`config.mk`:
```
export PLATFORM = sky130hd
export DESIGN_NAME = display_test_pattern_generator_unit
export DESIGN_NICKNAME = d
export VERILOG_FILES = /design/src/hdl/dtpg_pkg.sv /design/src/hdl/display_test_pattern_generator_unit.sv /design/src/hdl/dtpg_in_stage.sv /design/src/hdl/dtpg_color.sv /design/src/hdl/dtpg_out_stage.sv
export SDC_FILE = /design/constraint.sdc
export NUM_CORES = 1
export LEC_CHECK = 0
export BUFFER_PORTS_ARGS = -buffer_cell sky130_fd_sc_hd__buf_2
export CAP_MARGIN = 20
export CORE_AREA = 3 3 91 93
export DETAILED_ROUTE_END_ITERATION = 10
export DIE_AREA = 0 0 94 96
export PLACE_DENSITY = 0.57
export SETUP_SLACK_MARGIN = 0.1
export SYNTH_ARGS = -nofsm -noshare
export SYNTH_HDL_FRONTEND = slang
export SYNTH_SLANG_ARGS = --single-unit
export TNS_END_PERCENT = 1
```
`constraint.sdc`:
```
create_clock -name clk -period 5.4 [get_ports clk]
set_clock_uncertainty 0.15 [all_clocks]
set_input_delay 0.54 -clock clk [delete_from_list [all_inputs] [get_ports clk]]
set_output_delay 0.54 -clock clk [all_outputs]
set_load 0.03 [all_outputs]
```
`src/hdl/dtpg_pkg.sv`:
```
// Shared types and constants of the display test pattern generator.
// No dependencies; imported by every module of the block.
`timescale 1ns / 1ps

package dtpg_pkg;

  // Active area and field widths
  localparam int unsigned H_RES    = 1920;
  localparam int unsigned V_RES    = 1080;
  localparam int unsigned COORD_W  = 11;
  localparam int unsigned COLOR_W  = 8;
  localparam int unsigned MODE_W   = 3;
  // Width that holds any resolution value up to 4096
  localparam int unsigned DIM_W    = 13;

  // RGB332 colors
  localparam logic [COLOR_W-1:0] COL_BLACK   = 8'h00;
  localparam logic [COLOR_W-1:0] COL_WHITE   = 8'hFF;
  localparam logic [COLOR_W-1:0] COL_CYAN    = 8'h1F;
  localparam logic [COLOR_W-1:0] COL_MAGENTA = 8'hE3;
  localparam logic [COLOR_W-1:0] COL_YELLOW  = 8'hFC;

  // Crosshair and ramp geometry
  localparam int unsigned TICK_STEP  = 16;
  localparam int unsigned TICK_LO    = 4;
  localparam int unsigned TICK_HI    = 12;
  localparam int unsigned PATCH_NEAR = 32;
  localparam int unsigned PATCH_FAR  = 96;
  localparam int unsigned PATCH_SIZE = 64;
  localparam int unsigned RAMP_ROWS  = 64;
  localparam int unsigned RAMP_SPAN  = 256;

  localparam logic [DIM_W-1:0] H_RES_D   = DIM_W'(H_RES);
  localparam logic [DIM_W-1:0] V_RES_D   = DIM_W'(V_RES);
  localparam logic [DIM_W-1:0] H_LAST    = DIM_W'(H_RES - 1);
  localparam logic [DIM_W-1:0] V_LAST    = DIM_W'(V_RES - 1);
  localparam logic [DIM_W-1:0] H_MID     = DIM_W'(H_RES / 2);
  localparam logic [DIM_W-1:0] V_MID     = DIM_W'(V_RES / 2);
  localparam logic [DIM_W-1:0] FAR_X     = DIM_W'(H_RES - PATCH_FAR);
  localparam logic [DIM_W-1:0] FAR_Y     = DIM_W'(V_RES - PATCH_FAR);
  localparam logic [DIM_W-1:0] NEAR_D    = DIM_W'(PATCH_NEAR);
  localparam logic [DIM_W-1:0] PSIZE_D   = DIM_W'(PATCH_SIZE);
  localparam logic [DIM_W-1:0] TSTEP_D   = DIM_W'(TICK_STEP);
  localparam logic [DIM_W-1:0] TLO_D     = DIM_W'(TICK_LO);
  localparam logic [DIM_W-1:0] THI_D     = DIM_W'(TICK_HI);
  localparam logic [DIM_W-1:0] RAMP_TOP  = DIM_W'(V_RES - RAMP_ROWS);
  localparam int unsigned      TSTEP_LOG = $clog2(TICK_STEP);

  // Ramp x*RAMP_SPAN/H_RES by exact reciprocal: numerator has RAMP_NUM_W bits
  localparam int unsigned      SPAN_LOG   = $clog2(RAMP_SPAN);
  localparam int unsigned      RAMP_NUM_W = COORD_W + SPAN_LOG;
  localparam int unsigned      RAMP_SHIFT = RAMP_NUM_W + $clog2(H_RES);
  localparam int unsigned      RAMP_MUL_W = RAMP_NUM_W + 1;
  localparam longint unsigned  RAMP_MUL_L =
    ((64'd1 << RAMP_SHIFT) + 64'(H_RES) - 64'd1) / 64'(H_RES);
  localparam logic [RAMP_MUL_W-1:0] RAMP_MUL = RAMP_MUL_W'(RAMP_MUL_L);
  localparam int unsigned      RAMP_PROD_W = COORD_W + RAMP_MUL_W;
  localparam int unsigned      RAMP_Q_LSB  = RAMP_SHIFT - SPAN_LOG;

  typedef enum logic [MODE_W-1:0] {
    PAT_CHECKER = 3'd0,
    PAT_VSTRIPE = 3'd1,
    PAT_HSTRIPE = 3'd2,
    PAT_CROSS   = 3'd3,
    PAT_RAMP    = 3'd4
  } pattern_mode_t;

  typedef struct packed {
    logic [COORD_W-1:0] x;
    logic [COORD_W-1:0] y;
  } pixel_coord_t;

endpackage

```
`src/hdl/display_test_pattern_generator_unit.sv`:
```
// Display test pattern generator: coordinate in, RGB332 color out.
// Depends on dtpg_pkg, dtpg_in_stage, dtpg_color and dtpg_out_stage.
//
// Usage:
//   Input channel (in_valid/in_ready) takes one pixel coordinate per
//   transfer: in_pixel_x and in_pixel_y.
//   Result channel (out_valid/out_ready) gives one out_pixel_color per input
//   transfer, in order.
//   Configuration channel (cfg_valid/cfg_ready) writes the 3-bit pattern
//   mode: 0 checker, 1 vertical stripes, 2 horizontal stripes, 3 crosshair,
//   4 ramp; other codes show the checkerboard. cfg_ready is always high.
//   Write the mode only while no pixel is in flight.
// Timing:
//   An input transfer reaches out_valid through one input register, the
//   pattern logic with its single ramp multiplier, then the result register.
//   Throughput is one pixel per cycle while the receiver does not stall.
//   When the receiver stalls, the result register holds its color and the
//   input register holds one more coordinate; in_ready drops only when both
//   are full. Reset clears both valid flags and sets the mode to checker.
`timescale 1ns / 1ps

module display_test_pattern_generator_unit (
  input  logic                          clk,
  input  logic                          rst_n,
  input  logic                          in_valid,
  output logic                          in_ready,
  input  logic [dtpg_pkg::COORD_W-1:0]  in_pixel_x,
  input  logic [dtpg_pkg::COORD_W-1:0]  in_pixel_y,
  output logic                          out_valid,
  input  logic                          out_ready,
  output logic [dtpg_pkg::COLOR_W-1:0]  out_pixel_color,
  input  logic                          cfg_valid,
  output logic                          cfg_ready,
  input  logic [dtpg_pkg::MODE_W-1:0]   cfg_pattern_mode
);
  import dtpg_pkg::*;

  logic [MODE_W-1:0]  mode_r, mode_nxt;
  pixel_coord_t       in_coord, s1_coord;
  logic               s1_valid, take;
  logic [COLOR_W-1:0] color;

  // Mode register, written on a configuration transfer
  assign cfg_ready = 1'b1;
  assign mode_nxt  = (cfg_valid && cfg_ready) ? cfg_pattern_mode : mode_r;

  always_ff @(posedge clk) begin
    if (!rst_n) begin
      mode_r <= MODE_W'(PAT_CHECKER);
    end else begin
      mode_r <= mode_nxt;
    end
  end

  assign in_coord.x = in_pixel_x;
  assign in_coord.y = in_pixel_y;

  dtpg_in_stage u_in (
    .clk      (clk),
    .rst_n    (rst_n),
    .in_valid (in_valid),
    .in_ready (in_ready),
    .in_coord (in_coord),
    .take     (take),
    .s1_valid (s1_valid),
    .s1_coord (s1_coord)
  );

  dtpg_color u_color (
    .mode  (pattern_mode_t'(mode_r)),
    .coord (s1_coord),
    .color (color)
  );

  dtpg_out_stage u_out (
    .clk       (clk),
    .rst_n     (rst_n),
    .s1_valid  (s1_valid),
    .color_in  (color),
    .take      (take),
    .out_valid (out_valid),
    .out_ready (out_ready),
    .out_color (out_pixel_color)
  );

endmodule

```
`src/hdl/dtpg_in_stage.sv`:
```
// Input register of the test pattern generator: holds one coordinate transfer.
// Depends on dtpg_pkg.
`timescale 1ns / 1ps

module dtpg_in_stage (
  input  logic                  clk,
  input  logic                  rst_n,
  input  logic                  in_valid,
  output logic                  in_ready,
  input  dtpg_pkg::pixel_coord_t in_coord,
  input  logic                  take,
  output logic                  s1_valid,
  output dtpg_pkg::pixel_coord_t s1_coord
);
  import dtpg_pkg::*;

  logic         valid_r, valid_nxt;
  pixel_coord_t coord_r;
  logic         load;

  // Accept when empty or when the held item moves on this cycle
  assign in_ready = !valid_r || take;
  assign load     = in_valid && in_ready;

  always_comb begin
    valid_nxt = valid_r;
    if (load) begin
      valid_nxt = 1'b1;
    end else if (take) begin
      valid_nxt = 1'b0;
    end
  end

  always_ff @(posedge clk) begin
    if (!rst_n) begin
      valid_r <= 1'b0;
    end else begin
      valid_r <= valid_nxt;
    end
  end

  // Payload needs no reset
  always_ff @(posedge clk) begin
    if (load) begin
      coord_r <= in_coord;
    end
  end

  assign s1_valid = valid_r;
  assign s1_coord = coord_r;

endmodule

```
`src/hdl/dtpg_color.sv`:
```
// Pattern logic: maps a registered coordinate and the mode to an RGB332 color.
// Depends on dtpg_pkg.
`timescale 1ns / 1ps

module dtpg_color (
  input  dtpg_pkg::pattern_mode_t      mode,
  input  dtpg_pkg::pixel_coord_t       coord,
  output logic [dtpg_pkg::COLOR_W-1:0] color
);
  import dtpg_pkg::*;

  logic [DIM_W-1:0]       x, y;
  logic                   outside;
  logic [COLOR_W-1:0]     white_or_black_chk;
  logic [COLOR_W-1:0]     cross_color;
  logic [COLOR_W-1:0]     ramp_color;
  logic [RAMP_PROD_W-1:0] ramp_prod;
  logic                   in_x_near, in_x_far, in_y_near, in_y_far;
  logic                   p0, p1, p2, p3;
  logic                   patch_par;
  logic                   tick_row, tick_col;

  assign x = DIM_W'(coord.x);
  assign y = DIM_W'(coord.y);
  assign outside = (x >= H_RES_D) || (y >= V_RES_D);

  assign white_or_black_chk = (coord.x[0] ^ coord.y[0]) ? COL_WHITE : COL_BLACK;

  // Patch windows along each axis
  assign in_x_near = (x >= NEAR_D) && (x < NEAR_D + PSIZE_D);
  assign in_x_far  = (x >= FAR_X)  && (x < FAR_X + PSIZE_D);
  assign in_y_near = (y >= NEAR_D) && (y < NEAR_D + PSIZE_D);
  assign in_y_far  = (y >= FAR_Y)  && (y < FAR_Y + PSIZE_D);
  assign p0 = in_x_near && in_y_near;
  assign p1 = in_x_far  && in_y_near;
  assign p2 = in_x_near && in_y_far;
  assign p3 = in_x_far  && in_y_far;

  // Parity of (x - ox) ^ (y - oy) for the first patch hit
  always_comb begin
    patch_par = coord.x[0] ^ coord.y[0];
    if (p0) begin
      patch_par = coord.x[0] ^ coord.y[0] ^ NEAR_D[0] ^ NEAR_D[0];
    end else if (p1) begin
      patch_par = coord.x[0] ^ coord.y[0] ^ FAR_X[0] ^ NEAR_D[0];
    end else if (p2) begin
      patch_par = coord.x[0] ^ coord.y[0] ^ NEAR_D[0] ^ FAR_Y[0];
    end else if (p3) begin
      patch_par = coord.x[0] ^ coord.y[0] ^ FAR_X[0] ^ FAR_Y[0];
    end
  end

  // Ruler ticks on every sixteenth row and column
  assign tick_row = (y >= TSTEP_D) && (y[TSTEP_LOG-1:0] == '0) && (x >= TLO_D) && (x < THI_D);
  assign tick_col = (x >= TSTEP_D) && (x[TSTEP_LOG-1:0] == '0) && (y >= TLO_D) && (y < THI_D);

  // Crosshair priority: the first element that matches wins
  always_comb begin
    if (p0 || p1 || p2 || p3) begin
      cross_color = patch_par ? COL_WHITE : COL_BLACK;
    end else if (tick_row || tick_col) begin
      cross_color = COL_YELLOW;
    end else if (x == H_MID) begin
      cross_color = COL_MAGENTA;
    end else if (x == '0 || x == H_LAST) begin
      cross_color = COL_WHITE;
    end else if (y == V_MID) begin
      cross_color = COL_CYAN;
    end else if (y == '0 || y == V_LAST) begin
      cross_color = COL_WHITE;
    end else begin
      cross_color = COL_BLACK;
    end
  end

  // Ramp: x*256/H_RES by reciprocal multiply, sawtooth in the bottom rows
  assign ramp_prod = RAMP_PROD_W'(coord.x) * RAMP_PROD_W'(RAMP_MUL);
  always_comb begin
    if (y >= RAMP_TOP) begin
      ramp_color = coord.x[COLOR_W-1:0];
    end else begin
      ramp_color = ramp_prod[RAMP_Q_LSB +: COLOR_W];
    end
  end

  // Select by mode; undefined codes show the checkerboard
  always_comb begin
    if (outside) begin
      color = COL_BLACK;
    end else begin
      unique case (mode)
        PAT_VSTRIPE: color = coord.x[0] ? COL_WHITE : COL_BLACK;
        PAT_HSTRIPE: color = coord.y[0] ? COL_WHITE : COL_BLACK;
        PAT_CROSS:   color = cross_color;
        PAT_RAMP:    color = ramp_color;
        default:     color = white_or_black_chk;
      endcase
    end
  end

endmodule

```
`src/hdl/dtpg_out_stage.sv`:
```
// Result register of the test pattern generator: holds one color transfer.
// Depends on dtpg_pkg.
`timescale 1ns / 1ps

module dtpg_out_stage (
  input  logic                         clk,
  input  logic                         rst_n,
  input  logic                         s1_valid,
  input  logic [dtpg_pkg::COLOR_W-1:0] color_in,
  output logic                         take,
  output logic                         out_valid,
  input  logic                         out_ready,
  output logic [dtpg_pkg::COLOR_W-1:0] out_color
);
  import dtpg_pkg::*;

  logic               valid_r, valid_nxt;
  logic [COLOR_W-1:0] color_r;

  // Load when empty or when the current result leaves this cycle
  assign take = s1_valid && (!valid_r || out_ready);

  always_comb begin
    valid_nxt = valid_r;
    if (take) begin
      valid_nxt = 1'b1;
    end else if (out_ready) begin
      valid_nxt = 1'b0;
    end
  end

  always_ff @(posedge clk) begin
    if (!rst_n) begin
      valid_r <= 1'b0;
    end else begin
      valid_r <= valid_nxt;
    end
  end

  always_ff @(posedge clk) begin
    if (take) begin
      color_r <= color_in;
    end
  end

  assign out_valid = valid_r;
  assign out_color = color_r;

endmodule

```
==> metrics.txt <==
Area growth, synth to finish=14.0%; gr ovfl total=0; number of synthesized flops with an enable pin=30; Switch Pwr=roughly 300 µW; FF+latch count, synth=35; CTS Buffer Depth=2; post-DP HPWL=around 5.1 mm; commonest register cell after synthesis=edfxtp_1; TritonRoute pass-1 iters=4; global-route wire length before repair=roughly 10 mm; CP max stage delay=approximately 0.56 ns; unique cell type count in the Yosys netlist=a little under 60; Slew HR=approximately two fifths; Synth Net Count=383; initial drt markers=between 90 and 100; pre-CTS setup slack=between 1 and 1.5 ns; root buffer cell=clkbuf_8; outcome=finished clean; Final Power=between 800 and 900 µW; Seq. cell area=around 0.001 mm²; sequential share of the synthesized area=~33%; Max Fclk=around 240 MHz; r2r setup slk=1.32 ns; crit-path max FO=10; H-tree lvl count=2; crit path buf inv count=2; most frequent cells in the layout=ha_1 (48), buf_2 (39), edfxtp_1 (30); CTS Hold Bufs=0; Finished Layout Cells=about 440; fillcell total=725; maxcap violations=0; initial antenna violation count=0; Starting Density=about two fifths; Async SR Flop Fraction=0%; critical path launch point type=flop; Post-CTS Setup Bufs=0; RSZ-0062 raised after global routing=false; Fin. Hold Viols=0; Syn Area/Cell=between 10 and 15 µm²; setup ws final=approximately 1.3 ns; setup_tns=0 ns; Final setup viols=0; Area contributors post-synth=edfxtp_1 (30%), ha_1 (20%), fa_1 (7.3%); HP Class=input port to flop; FP Rows=32; gpl congestion=roughly 0.8; Clk pwr share=between 20% and 30%; TritonCTS clock tree=done; area taken by multi-input logic gates=around 0.0019 mm²; vias in the first global route=2194; Via density=around 5.3; Reg power frac=just under 40%; crit-path cells=ha_1 -> inv_1 -> fa_1 -> fa_1 -> inv_1 -> ha_1 -> ha_1 -> nand2_1 -> nor4_1 -> a221oi_2 -> a21oi_1 -> a211o_1 -> a22oi_1 -> o22ai_2; Placed Cells=431; number of nets in the layout=between 400 and 500; CP Class=flop to flop; P per Cell Area=253 mW/mm²; routed via count=~2300; CP delay by family, top=adder cells; Die Span Y=roughly 96 µm; largest net degree at the start of global routing=23; DR WL/cell=around 14 µm; critical path endpoint category=flop; drt total wl=~6.3 mm; Core ar.=between 0.007 and 0.008 mm²; Crit path top cell by count=ha_1; Synth Warn #=0; Port Buffers=39; Gate power share=roughly a third; gr usage total=between 10% and 20%; Resize count post-CTS=0; most common cell after layout, fill and taps aside=ha_1; maximum vdd drop=approximately 0.00018 V; clk sinks=35; Internal Power=around 570 µW; Switching Share=between 30% and 40%; synthesized cell area=~0.003 mm²; crit path DAT=3.96 ns; drt drc=0; area fraction of the dominant cell type after synthesis=30.0%; leakage power=1.50 nW; cells after synthesis=between 200 and 300; required time of the critical path=5.28 ns; Die Width=~94 µm; die area=0.00902 mm²; Worst-Margin Slew=around 0.9 ns; max-slew violations=0; layout cell share with drive strength beyond 1=between 10% and 20%; Clock transition at path regs=0.08 ns; Ports=41; cts bufs inserted=5; number of diodes=0; Yosys top cell by area=edfxtp_1; crit path time final=4.08 ns; Slowest cell on crit path=edfxtp_1; Skew-Pair Late Insertion Delay=~0.29 ns; Final Cycle Share=roughly three quarters; number of nets with antenna violations after routing=0
[per-layer routing]
| layer | vias to the layer above | GRT usage [%] | wire [µm] |
|---|---|---|---|
| met5 | - | 0 | 0 |
| met3 | 8 | 2.81 | 264 |
| met1 | 1085 | 21.2 | 3140 |
| li1 | 1188 | - | - |
| met4 | 0 | 3.97 | 78 |
| met2 | 44 | 22.9 | 2820 |
[registers in the layout, indices dropped and copies added, names as in the netlist]
signal / count
u_in.s1_valid: 1
u_out.out_color: 8
mode_r: 3
u_in.s1_coord: 22
u_out.out_valid: 1
[kinds of logic (layout without fill, tap and decap cells)]
kind of cell    count (synthesis)  count (layout)  synth area share (%)
xor+xnor                        9               9                  2.62
simple gates                   92              92                  17.0
mux                             4               4                  1.33
compound gates                 61              61                  14.0
flops                          35              35                  33.3
fa+ha+maj                      59              59                  27.3
buf+inv                        33              76                  4.29
other cells                     1               1                 0.125
[power by group through the flow]
stage	clock [mW]	sequential [mW]	combinational, mW
3_3_place_gp	0	0.340	0.289
5_1_grt	0.258	0.338	0.339
2_1_floorplan	0	0.342	0.213
3_5_place_dp	0	0.341	0.291
6_report	0.239	0.334	0.292
4_1_cts	0.246	0.335	0.294
[worst paths after layout]
kind / start / endpoint / cells after the start
min reg2reg: u_in.s1_valid / u_out.out_valid / 1
min: in_pixel_x[4] / u_in.s1_coord[15] / 1
max reg2reg: u_in.s1_coord[18] / u_out.out_color[4] / 14
max: u_in.s1_coord[18] / u_out.out_color[4] / 14
[synth_stat cells (3+ instances only)]
library cell	number
or2_2	3
edfxtp_1	30
nor3_1	7
fa_1	11
a21o_1	3
nand3_1	10
dfxtp_1	5
ha_1	48
inv_1	29
a31oi_1	6
a21oi_1	19
a211o_1	3
nand2_1	13
nor2b_1	7
and2_1	3
xor2_1	3
xnor2_1	6
nand4_1	7
nor4_1	9
o211ai_1	4
o21ai_0	5
mux2i_1	4
nor2_1	17
[per-stage QoR]
step	cell area, µm²	hold slack [ns]	utilization [%]
2_1_floorplan	3000	0.327	-
3_3_place_gp	3310	0.352	43.5
3_5_place_dp	3310	0.363	43.5
4_1_cts	3420	0.261	45.0
5_1_grt	3420	0.256	45.0
6_report	3420	0.270	45.0
[final cells by class]
type	count	share of cell area [%]
Clock buffer	5	2.01
Clock inverter	3	1.39
Inverter	29	3.18
Multi-Input combinational cell	226	54.8
Sequential cell	35	29.2
Tap cell	102	3.73
Timing Repair Buffer	39	5.70
[worst register-to-register path: stages (launching register included)]
cell and delay (ns):
edfxtp_1 0.56, ha_1 0.35, inv_1 0.05, fa_1 0.42, fa_1 0.49, inv_1 0.04
ha_1 0.18, ha_1 0.26, nand2_1 0.12, nor4_1 0.07, a221oi_2 0.37, a21oi_1 0.16
a211o_1 0.32, a22oi_1 0.17, o22ai_2 0.11
Note: power is estimated with default switching activity, not from simulation.
